===== src/rtl/rfdc_pkg.sv =====
// Package for the receive deframer: line codes, CRC helpers and the result record.
package rfdc_pkg;

  localparam logic [7:0]  FLAG_BYTE = 8'h7e;
  localparam logic [7:0]  ESC_BYTE  = 8'h7d;
  localparam logic [7:0]  ESC_FLAG  = 8'h9e;
  localparam logic [7:0]  ESC_ESC   = 8'h9d;
  localparam logic [15:0] CRC_POLY  = 16'h1021;
  localparam logic [15:0] CRC_INIT  = 16'h0000;
  localparam logic [8:0]  LEN_INDEX = 9'd6;
  localparam logic [8:0]  CRC_LO_OFS = 9'd7;
  localparam logic [8:0]  CRC_HI_OFS = 9'd8;

  // One decoded byte headed for the output register
  typedef struct packed {
    logic       emit;
    logic [7:0] frame_byte;
    logic [8:0] byte_index;
    logic       frame_end;
    logic       crc_ok;
  } result_t;

  // Table entry for the byte-wise CRC-16 (poly 0x1021), eight shift steps
  function automatic logic [15:0] crc_table_entry(input logic [7:0] hi);
    logic [15:0] v;
    v = {hi, 8'h00};
    for (int b = 0; b < 8; b++) begin
      if (v[15]) begin
        v = {v[14:0], 1'b0} ^ CRC_POLY;
      end else begin
        v = {v[14:0], 1'b0};
      end
    end
    return v;
  endfunction

  // crc = T[crc >> 8] ^ (crc << 8) ^ byte
  function automatic logic [15:0] crc_step(input logic [15:0] crc, input logic [7:0] d);
    return crc_table_entry(crc[15:8]) ^ {crc[7:0], 8'h00} ^ {8'h00, d};
  endfunction

endpackage


===== src/rtl/rfdc_if.sv =====
// Stream interfaces for raw line bytes and decoded frame bytes.
interface rfdc_byte_if;
  logic       valid;
  logic       ready;
  logic [7:0] rx_byte;

  modport source (output valid, output rx_byte, input ready);
  modport sink   (input valid, input rx_byte, output ready);
endinterface

interface rfdc_frame_if;
  logic       valid;
  logic       ready;
  logic [7:0] frame_byte;
  logic [8:0] byte_index;
  logic       frame_end;
  logic       crc_ok;

  modport source (output valid, output frame_byte, output byte_index, output frame_end,
                  output crc_ok, input ready);
  modport sink   (input valid, input frame_byte, input byte_index, input frame_end,
                  input crc_ok, output ready);
endinterface


===== src/rtl/rfdc_decode.sv =====
// Frame state, escape removal, length capture and CRC update for one byte.
module rfdc_decode (
  input  logic              clk,
  input  logic              rst,
  input  logic              fire,
  input  logic [7:0]        raw,
  output rfdc_pkg::result_t res
);
  import rfdc_pkg::*;

  logic        in_frame, in_frame_next;
  logic        esc, esc_next;
  logic [8:0]  count, count_next;
  logic [7:0]  len, len_next;
  logic [15:0] crc, crc_next;
  logic [7:0]  crc_lo, crc_lo_next;
  logic        have;
  logic [7:0]  d;
  logic [7:0]  len_eff;
  logic [8:0]  len_ext;

  // Next-state and result for the byte being processed
  always_comb begin
    in_frame_next = in_frame;
    esc_next      = esc;
    count_next    = count;
    len_next      = len;
    crc_next      = crc;
    crc_lo_next   = crc_lo;
    have          = 1'b0;
    d             = raw;
    len_eff       = len;
    len_ext       = {1'b0, len};
    res           = '0;
    if (fire) begin
      if (raw == FLAG_BYTE) begin
        in_frame_next  = 1'b1;
        esc_next       = 1'b0;
        count_next     = 9'd1;
        len_next       = 8'h00;
        crc_next       = CRC_INIT;
        crc_lo_next    = 8'h00;
        res.emit       = 1'b1;
        res.frame_byte = FLAG_BYTE;
      end else if (in_frame) begin
        if (esc) begin
          // a second escape keeps the mark set
          if (raw != ESC_BYTE) begin
            esc_next = 1'b0;
            have     = 1'b1;
            if (raw == ESC_FLAG) begin
              d = FLAG_BYTE;
            end else if (raw == ESC_ESC) begin
              d = ESC_BYTE;
            end
          end
        end else if (raw == ESC_BYTE) begin
          esc_next = 1'b1;
        end else begin
          have = 1'b1;
        end

        if (have) begin
          len_eff  = (count == LEN_INDEX) ? d : len;
          len_ext  = {1'b0, len_eff};
          len_next = len_eff;
          if (count != 9'd0 && count <= len_ext + LEN_INDEX) begin
            crc_next = crc_step(crc, d);
          end
          if (count >= CRC_LO_OFS && count == len_ext + CRC_LO_OFS) begin
            crc_lo_next = d;
          end
          if (count >= CRC_HI_OFS && count == len_ext + CRC_HI_OFS) begin
            res.frame_end = 1'b1;
            res.crc_ok    = (crc_lo == crc[7:0]) && (d == crc[15:8]);
            in_frame_next = 1'b0;
            esc_next      = 1'b0;
          end
          count_next     = count + 9'd1;
          res.emit       = 1'b1;
          res.frame_byte = d;
          res.byte_index = count;
        end
      end
    end
  end

  always_ff @(posedge clk) begin
    if (rst) begin
      in_frame <= 1'b0;
      esc      <= 1'b0;
      count    <= 9'd0;
      len      <= 8'h00;
      crc      <= CRC_INIT;
      crc_lo   <= 8'h00;
    end else begin
      in_frame <= in_frame_next;
      esc      <= esc_next;
      count    <= count_next;
      len      <= len_next;
      crc      <= crc_next;
      crc_lo   <= crc_lo_next;
    end
  end
endmodule


===== src/rtl/rfdc_out_reg.sv =====
// Result register driving the decoded-byte stream.
module rfdc_out_reg (
  input  logic              clk,
  input  logic              rst,
  input  logic              load,
  input  rfdc_pkg::result_t res,
  output logic              space,
  rfdc_frame_if.source      frame
);
  import rfdc_pkg::*;

  logic    valid;
  result_t data;

  // Room for a new result when empty or being drained this cycle
  assign space = !valid || frame.ready;

  always_ff @(posedge clk) begin
    if (rst) begin
      valid <= 1'b0;
    end else if (load) begin
      valid <= 1'b1;
    end else if (frame.ready) begin
      valid <= 1'b0;
    end
  end

  always_ff @(posedge clk) begin
    if (load) begin
      data <= res;
    end
  end

  assign frame.valid      = valid;
  assign frame.frame_byte = data.frame_byte;
  assign frame.byte_index = data.byte_index;
  assign frame.frame_end  = data.frame_end;
  assign frame.crc_ok     = data.crc_ok;
endmodule


===== src/rtl/rx_frame_destuff_crc_check.sv =====
// Top level: input register, byte decoder and result register of the deframer.
//
//   channel  dir  payload                                        handshake
//   rx       in   rx_byte[7:0]                                   valid/ready
//   frame    out  frame_byte[7:0] byte_index[8:0] frame_end crc_ok  valid/ready
//
// One raw byte per cycle sustained while the output accepts; each byte is first captured in the
// input register, then decoded into the result register.
// The decode step (escape removal plus one table CRC step) sets the cycle.
// Synchronous reset clears frame state; the block then waits for a flag.
// A stalled output holds the input register; escapes and dropped bytes give no result.
module rx_frame_destuff_crc_check (
  input  logic        clk,
  input  logic        rst,
  rfdc_byte_if.sink   rx,
  rfdc_frame_if.source frame
);
  import rfdc_pkg::*;

  logic       in_valid;
  logic [7:0] in_byte;
  logic       space;
  logic       advance;
  result_t    res;

  // Input stage moves on whenever the result register can take a value
  assign advance  = in_valid && space;
  assign rx.ready = !in_valid || space;

  always_ff @(posedge clk) begin
    if (rst) begin
      in_valid <= 1'b0;
    end else if (rx.ready) begin
      in_valid <= rx.valid;
    end
  end

  always_ff @(posedge clk) begin
    if (rx.ready && rx.valid) begin
      in_byte <= rx.rx_byte;
    end
  end

  rfdc_decode u_decode (
    .clk  (clk),
    .rst  (rst),
    .fire (advance),
    .raw  (in_byte),
    .res  (res)
  );

  rfdc_out_reg u_out (
    .clk   (clk),
    .rst   (rst),
    .load  (res.emit),
    .res   (res),
    .space (space),
    .frame (frame)
  );
endmodule

===== src/flat_wrapper.sv =====
// flat-port wrapper written by rule: the top's interface ports become plain ports
module rx_frame_destuff_crc_check_flat import rfdc_pkg::*;
  (clk, rst, rx_valid, rx_rx_byte, rx_ready, frame_valid, frame_frame_byte, frame_byte_index, frame_frame_end, frame_crc_ok, frame_ready);
  rfdc_byte_if rx_i ();
  rfdc_frame_if frame_i ();
  input  logic clk;
  input  logic rst;
  input wire logic [$bits(rx_i.valid)-1:0] rx_valid;
  input wire logic [$bits(rx_i.rx_byte)-1:0] rx_rx_byte;
  output wire logic [$bits(rx_i.ready)-1:0] rx_ready;
  output wire logic [$bits(frame_i.valid)-1:0] frame_valid;
  output wire logic [$bits(frame_i.frame_byte)-1:0] frame_frame_byte;
  output wire logic [$bits(frame_i.byte_index)-1:0] frame_byte_index;
  output wire logic [$bits(frame_i.frame_end)-1:0] frame_frame_end;
  output wire logic [$bits(frame_i.crc_ok)-1:0] frame_crc_ok;
  input wire logic [$bits(frame_i.ready)-1:0] frame_ready;
  assign rx_i.valid = rx_valid;
  assign rx_i.rx_byte = rx_rx_byte;
  assign rx_ready = rx_i.ready;
  assign frame_valid = frame_i.valid;
  assign frame_frame_byte = frame_i.frame_byte;
  assign frame_byte_index = frame_i.byte_index;
  assign frame_frame_end = frame_i.frame_end;
  assign frame_crc_ok = frame_i.crc_ok;
  assign frame_i.ready = frame_ready;
  rx_frame_destuff_crc_check u_core (.clk(clk), .rst(rst), .rx(rx_i), .frame(frame_i));
endmodule

===== config.mk =====
export PLATFORM = sky130hd
export DESIGN_NAME = rx_frame_destuff_crc_check_flat
export DESIGN_NICKNAME = d
export VERILOG_FILES = /design/src/rtl/rfdc_pkg.sv /design/src/rtl/rfdc_if.sv /design/src/rtl/rfdc_decode.sv /design/src/rtl/rfdc_out_reg.sv /design/src/rtl/rx_frame_destuff_crc_check.sv /design/src/flat_wrapper.sv
export SDC_FILE = /design/constraint.sdc
export NUM_CORES = 1
export LEC_CHECK = 0
export BUFFER_PORTS_ARGS = -buffer_cell sky130_fd_sc_hd__buf_2
export CAP_MARGIN = 10
export CORE_ASPECT_RATIO = 1.2
export CORE_UTILIZATION = 47
export CTS_CLUSTER_DIAMETER = 80
export CTS_CLUSTER_SIZE = 16
export DETAILED_ROUTE_END_ITERATION = 10
export PLACE_DENSITY = 0.62
export RECOVER_POWER = 100
export SLEW_MARGIN = 20
export SYNTH_ARGS = -nofsm -noshare
export SYNTH_HDL_FRONTEND = slang
export SYNTH_SLANG_ARGS = --single-unit

===== constraint.sdc =====
create_clock -name clk -period 5.08 [get_ports clk]
set_input_delay 0.508 -clock clk [delete_from_list [all_inputs] [get_ports clk]]
set_output_delay 0.508 -clock clk [all_outputs]
set_load 0.01 [all_outputs]

==> run metrics, run 1 <==
min cycle time layout=4.684 ns; Total Routing Usage GR=26.09%; syn_area_per_cell=9.036 µm²; Setup WS post-layout=0.3958 ns; # IOs=33; Post-synth EDFFs=27; Mapped Nets=513; Clock Skew=0.01228 ns; I/O Buffers=32; PwrDens=263.1 mW/mm²; post-DR wirelength/cell=18.81 µm; Clock Path Buffers=2; Crit Path Category=reg2reg; Post-CTS Setup Bufs=0; Area after DPL=0.004647 mm²; maximum vdd drop=0.2312 mV; Synth Cell Area=0.004392 mm²; Initial Util=48.36%; Hold WC Path Type=in2reg; DRC Markers=0; Max Clk Rate=213.5 MHz; core box area=0.009081 mm²; WL final=11.98 mm; die area=0.009736 mm²; initial antenna violation count=0; final setup vio count=0; CTS sink count=72; total CTS buffers=9; DRT iter0 DRCs=183; CTS tree=yes; DP Wirelength=8.699 mm; share of layout cells above drive strength 1=8.704%; ant diodes=0; Leakage=1.757 nW; first-pass GRT wire length=19.56 mm; Final Hold Viols=0; Max-Cap Viols=0; Least-Margin Pin Slew=1.391 ns; final design area excluding fillers=0.004856 mm²; TNS Setup=0 ns; H-tree levels=3; die height=107.9 µm; Final period util=92.21%; grt ovf=0; Netlist cell types=64; Crit. End Element=register; most common cell after layout, fill and taps aside=dfxtp_1; Die W=90.24 µm; Synth Register Bits=72; outcome=complete, no violations; area grow syn2layout=10.57%; vias in the first global route=3,813; worst path arrival time=4.98 ns; cts hold-fix bufs=0; Seq/Total Area, Yosys=38.97%; synth warn=0; Vias per Instance=6.025; Worst-path clk slew=0.08 ns; Worst-Skew Late Latency=0.36 ns; # rows=38; CP required=5.38 ns; Reg2Reg Setup Slack=0.40 ns; pre-CTS WS=0.3936 ns; Power, Total=1.278 mW; DR pass1 iterations=5; CP Max Fanout=16; commonest non-fill, non-tap cells in the layout=dfxtp_1, nor2_1, xnor2_1, a21oi_1, nand2_1; ys flop type=dfxtp_1; unrepaired setup endpoints after global routing=no; Antenna Nets Post-Route=0; largest net degree at the start of global routing=30; Post-synth ARST share=0%; worst rel slew slack=7.247%; CTS root buf=clkbuf_8; Via Count=3,838; nets=539; Slew Viols, Final=0; routability congestion estimate=0.9537; Setup crit start kind=register; Mapped Cells=486
==> sequential cells by signal, summed over array words and instances, names as in the netlist <==
name	cells
u_core.u_decode.count	9
u_core.in_valid	1
u_core.u_decode.esc	1
u_core.u_decode.crc_lo	8
u_core.u_out.frame.byte_index	9
u_core.u_out.frame.crc_ok	1
u_core.u_decode.len	8
u_core.in_byte	8
u_core.u_decode.in_frame	1
u_core.u_out.frame.valid	1
u_core.u_out.frame.frame_end	1
u_core.u_decode.crc	16
u_core.u_out.frame.frame_byte	8
==> report_power, final <==
part	internal, mW	switching [mW]
Sequential	0.601	0.0139
Combinational	0.0195	0.0351
Clock	0.377	0.231
==> kinds of logic (layout without fill, tap and decap cells) <==
family / count (synthesis) / in the layout / share of synthesized area, %
XOR/XNOR: 59 / 59 / 11.77
flip-flops: 72 / 72 / 38.97
AO/OA/AOI/OAI: 122 / 122 / 18.69
buffers and inverters: 42 / 73 / 4.302
AND/OR/NAND/NOR: 173 / 173 / 21.28
multiplexers: 3 / 3 / 0.7123
adder cells (fa/ha/maj): 15 / 15 / 4.274
==> cell usage after synthesis (3+ instances only) <==
cell type	count	area share, %
dfxtp_1	45	21
nor2_1	41	3.5
xnor2_1	38	7.6
a21oi_1	34	3.9
nand2_1	32	2.7
o21ai_0	28	3.2
edfxtp_1	27	18
xor2_1	21	4.2
nand3_1	20	2.3
ha_1	15	4.3
inv_1	15	1.3
clkbuf_1	14	1.2
or4_1	14	2.4
nor3_1	11	1.3
nand4_1	8	1.1
nor2b_1	8	1.1
a211oi_1	7	1.2
buf_2	7	0.80
a22o_1	6	1.2
and3_1	6	0.85
o21a_1	6	1.0
or3_1	6	0.85
a21o_1	5	0.85
and2_1	5	0.71
o211ai_1	5	0.85
nand2b_1	4	0.57
nor4_1	4	0.57
o31ai_1	4	0.68
o41ai_1	4	0.80
a31o_2	3	0.60
o21ai_1	3	0.34
==> per-stage QoR <==
step / hold slack [ns] / instances / util (%)
5_1_grt: 0.3072 / 637 / 53.47
3_5_place_dp: 0.4509 / 621 / 51.17
6_report: 0.3303 / 637 / 53.47
2_1_floorplan: 0.4328 / 486 / -
4_1_cts: 0.3120 / 637 / 54.09
3_3_place_gp: 0.4380 / 621 / 51.17
==> per-layer routing <==
metal  GRT usage (%)  vias up  share of wire (%)
li1                -     1833                  -
met1           31.10     1827                 42
met2           43.02      135                 48
met3           5.085       43                5.2
met4           16.94        0                5.3
met5               0        -                  0
==> worst paths after layout <==
path / startpoint / cells past startpoint / end
worst max-delay path: u_core.u_decode.count[1] / 14 / u_core.u_decode.crc_lo[6]
worst min-delay path: rx_rx_byte[0] / 1 / u_core.in_byte[0]
worst max register to register: u_core.u_decode.count[1] / 14 / u_core.u_decode.crc_lo[6]
worst min register to register: u_core.u_decode.esc / 1 / u_core.u_decode.esc
==> cell type report <==
cell class	instances	area (µm²)
Sequential cell	72	1712
Fill cell	902	4225
Tap cell	120	150.1
Clock inverter	7	141.4
Clock buffer	9	123.9
Timing Repair Buffer	41	188.9
Inverter	16	60.06
Multi-Input combinational cell	372	2480
==> critical path, cell delays in order, from the launching register on <==
cell and delay [ns]:
dfxtp_1 0.50, ha_1 0.26, or4bb_1 0.67, nor2_4 0.15
buf_4 0.19, mux2i_1 0.16, ha_1 0.26, a211oi_1 0.47
nor2b_1 0.10, a211oi_1 0.34, mux2_1 0.36, o21ai_1 0.20
nand4_2 0.37, or4_1 0.53, nand2_1 0.08
==> timing repair <==
item | 4_1_cts | 5_1_grt
endpoints found under the setup margin | 0 | 5
gates resized for setup | 0 | 1
endpoints found under the hold margin | 0 | 0
(Power assumes the default switching activity.)
==> inputs of run 2 (changes only) <==
Settings changed: BUFFER_PORTS_ARGS -buffer_cell sky130_fd_sc_hd__buf_2 to -buffer_cell sky130_fd_sc_hd__buf_4, RECOVER_POWER 100 to not set.
==> run metrics, run 2 (synthesis results as in run 1) <==
Reg2Reg Setup Slack=0.35 ns; Least-Margin Pin Slew=0.8721 ns; unrepaired setup endpoints after global routing=no; vias in the first global route=3,684; Final period util=93.13%; Top reg by flops=u_core.u_decode.crc; Total Routing Usage GR=26.13%; CP peak stage delay=0.76 ns; post-DR wirelength/cell=18.85 µm; CTS root buf=clkbuf_8; Post-CTS Resized=0; FF/Latch Area=0.001712 mm²; CTS tree=yes; CP Max Fanout=28; Slew Viols, Final=0; first-pass GRT wire length=19.29 mm; H-tree levels=3; Placed Cells=623; post-route insts no fill=639; outcome=complete, no violations; Antenna Nets Post-Route=0; Setup crit start kind=register; maximum vdd drop=0.2152 mV; Initial Util=48.36%; die height=107.9 µm; grt ovf=0; min cycle time layout=4.731 ns; final setup vio count=0; Worst-path clk slew=0.09 ns; Clock Path Buffers=2; nets=541; critical path's slowest cell=o311a_1; # rows=38; PwrDens=256.1 mW/mm²; worst rel slew slack=41.86%; routability congestion estimate=0.9663; Max Clk Rate=211.4 MHz; die area=0.009736 mm²; DP Wirelength=8.767 mm; CP required=5.32 ns; DRC Markers=0; Via Count=3,809; pre-CTS WS=0.4051 ns; commonest non-fill, non-tap cells in the layout=dfxtp_1, buf_4, nor2_1, xnor2_1, a21oi_1; ant diodes=0; Crit. End Element=register; Post-CTS Setup Bufs=0; Setup WS post-layout=0.3489 ns; Die W=90.24 µm; DR pass1 iterations=5; Leakage=1.884 nW; CTS sink count=72; FILL cells=857; Vias per Instance=5.961; I/O Buffers=32; Clock Skew=0.01746 ns; initial antenna violation count=0; Crit Path Category=reg2reg; TNS Setup=0 ns; max reg flops=16; WL final=12.05 mm; Final Hold Viols=0; Max-Cap Viols=0; largest net degree at the start of global routing=30; total CTS buffers=9; most common cell after layout, fill and taps aside=dfxtp_1; area grow syn2layout=13.90%; share of layout cells above drive strength 1=13.68%; worst path arrival time=4.97 ns; cts hold-fix bufs=0; Hold WC Path Type=in2reg; core box area=0.009081 mm²; # IOs=33; CP Cell Sequence=inv_1, ha_1, or4bb_1, nor2_4, nand2_1, nand2_1, ha_1, o21ai_1, a31oi_1, nand2_1, xnor2_1, ha_1, nand4_1, nor2_1, a21oi_1, o311a_1, or2_0, o41ai_1; Worst-Skew Late Latency=0.37 ns; DRT iter0 DRCs=241; footprint of the multi-input gates=0.002497 mm²
==> run 2: final cells by class <==
class | count | share of cell area, %
Inverter | 16 | 1.201
Clock buffer | 11 | 2.626
Timing Repair Buffer | 43 | 6.453
Sequential cell | 72 | 34.22
Tap cell | 120 | 3.001
Clock inverter | 5 | 2.576
Multi-Input combinational cell | 372 | 49.93
==> run 2: final timing paths <==
check / startpoint / to / depth (start not counted)
setup / recovery: u_core.u_decode.count[0] / u_core.u_decode.crc[4] / 18
hold / removal: rx_rx_byte[5] / u_core.in_byte[5] / 1
setup reg to reg: u_core.u_decode.count[0] / u_core.u_decode.crc[4] / 18
hold reg to reg: u_core.u_decode.crc_lo[5] / u_core.u_decode.crc_lo[5] / 2
==> run 2: worst max-delay path, delay by kind of cell (launching register included) <==
family / cells / cell delay (ns)
flip-flops: 1 / 0.36
AND/OR/NAND/NOR: 8 / 1.57
XOR/XNOR: 1 / 0.34
AO/OA/AOI/OAI: 5 / 1.37
buffers and inverters: 1 / 0.19
adder cells (fa/ha/maj): 3 / 0.77
==> run 2: through the flow <==
stage / instance area, µm² / utilization [%] / hold WS (ns) / power [mW]
final: 5002 / 55.08 / 0.3084 / 1.281
after global routing: 5002 / 55.08 / 0.3008 / 1.316
after CTS: 5002 / 55.08 / 0.2997 / 1.288
after detailed placement: 4742 / 52.22 / 0.4540 / 0.6874
after global placement: 4742 / 52.22 / 0.4387 / 0.6869
after floorplan: 4392 / - / 0.4328 / 0.6589
==> run 2: routing by layer <==
layer  wire length [µm]  GRT usage, %  share of wire, %  up-vias
met4                609         14.98               5.1        0
met2               5799         43.51                48      133
met1               5039         31.60                42     1804
met3                599         5.085               5.0       37
li1                   -             -                 -     1835
met5                  0             0                 0        -
==> run 2: power by group <==
group,switching [mW],total [mW],internal [mW]
combinational,0.0402,0.0636,0.0234
clock,0.228,0.606,0.378
sequential,0.0103,0.612,0.601
total,0.278,1.28,1.00
==> inputs of run 3 (changes only) <==
Settings changed: RECOVER_POWER set to 25.
==> run metrics, run 3 (synthesis results as in run 1) <==
min cycle time layout=4.732 ns; Die W=90.24 µm; DR pass1 iterations=4; # rows=38; CTS tree=yes; area grow syn2layout=12.88%; CTS sink count=72; Initial Util=48.36%; TNS Setup=0 ns; final setup vio count=0; vias in the first global route=3,684; WL final=12.05 mm; post-route insts no fill=639; core box area=0.009081 mm²; Via Count=3,787; grt ovf=0; Leakage=1.831 nW; die height=107.9 µm; post-DR wirelength/cell=18.86 µm; CP required=5.32 ns; most common cell after layout, fill and taps aside=dfxtp_1; unrepaired setup endpoints after global routing=no; Max-Cap Viols=0; ant diodes=0; H-tree levels=3; CTS root buf=clkbuf_8; I/O Buffers=32; Fin Hold WS=0.3291 ns; worst path arrival time=4.97 ns; Vias per Instance=5.926; DRT iter0 DRCs=236; max reg flops=16; # IOs=33; Max Clk Rate=211.3 MHz; Hold WC Path Type=in2reg; initial antenna violation count=0; die area=0.009736 mm²; PwrDens=258.7 mW/mm²; Top reg by flops=u_core.u_decode.crc; Least-Margin Pin Slew=0.8734 ns; Worst-path clk slew=0.09 ns; FILL cells=873; Power, Total=1.282 mW; Final Hold Viols=0; Final period util=93.14%; CP Max Fanout=28; Post-CTS Resized=0; commonest non-fill, non-tap cells in the layout=dfxtp_1, nor2_1, xnor2_1, a21oi_1, nand2_1; total CTS buffers=9; Slew Viols, Final=0; Crit. End Element=register; first-pass GRT wire length=19.29 mm; Antenna Nets Post-Route=0; worst rel slew slack=41.77%; outcome=complete, no violations; maximum vdd drop=0.2150 mV; nets=541; share of layout cells above drive strength 1=11.37%; Clock Skew=0.01899 ns; Placed Cells=623; Worst-Skew Late Latency=0.37 ns; Post-CTS Setup Bufs=0; Clock Path Buffers=2; DRC Markers=0; cts hold-fix bufs=0; Total Routing Usage GR=26.13%; Setup crit start kind=register; largest net degree at the start of global routing=30; routability congestion estimate=0.9663; DP Wirelength=8.767 mm; Crit Path Category=reg2reg
==> run 3: cell types whose count changed in the layout (fill, tap and decap cells not counted) <==
cell | previous run | this run
clkbuf_4 | 0 | 8
buf_4 | 43 | 23
and2_0 | 0 | 1
clkbuf_1 | 2 | 14
and2_1 | 5 | 4
==> run 3: cell type report <==
type / instances / area (µm²) / share of cell area [%]
Tap cell: 120 / 150.1 / 3.029
Clock buffer: 11 / 131.4 / 2.650
Timing Repair Buffer: 43 / 277.8 / 5.603
Sequential cell: 72 / 1712 / 34.53
Inverter: 16 / 60.06 / 1.212
Multi-Input combinational cell: 372 / 2497 / 50.38
Clock inverter: 5 / 128.9 / 2.600
==> run 3: per-layer routing <==
layer	up-vias	global-route usage [%]	routed length, µm
li1	1833	-	-
met1	1802	31.60	5097
met2	115	43.51	5792
met3	37	5.085	549
met4	0	14.98	609
met5	-	0	0
==> run 3: power by group <==
part | switching [mW] | internal (mW) | total (mW)
clock | 0.229 | 0.378 | 0.608
combinational | 0.0403 | 0.0230 | 0.0633
sequential | 0.0103 | 0.601 | 0.611
==> run 3: metrics by stage <==
stage	setup slack (ns)	util [%]	instance area, µm²
finish	0.3485	54.59	4957
global route	0.006417	54.59	4957
CTS	0.3926	55.08	5002
detailed placement	0.4051	52.22	4742
global placement	0.4925	52.22	4742
floorplan	0.9358	-	4392
==> run 3: worst paths after layout <==
kind	startpoint	end	slack, ns	cells past startpoint
max	u_core.u_decode.count[0]	u_core.u_decode.crc[4]	0.35	18
max reg2reg	u_core.u_decode.count[0]	u_core.u_decode.crc[4]	0.35	18
min	rx_rx_byte[5]	u_core.in_byte[5]	0.33	1
min reg2reg	u_core.u_decode.crc_lo[5]	u_core.u_decode.crc_lo[5]	0.47	2
==> run 3: worst max-delay path, stage by stage, from the launching register on <==
cell	delay [ns]
dfxtp_1	0.36
inv_1	0.19
ha_1	0.22
or4bb_1	0.67
nor2_4	0.14
nand2_1	0.06
nand2_1	0.10
ha_1	0.24
o21ai_1	0.11
a31oi_1	0.25
nand2_1	0.11
xnor2_1	0.34
ha_1	0.31
nand4_1	0.09
nor2_1	0.05
a21oi_1	0.13
o311a_1	0.76
or2_0	0.35
o41ai_1	0.12
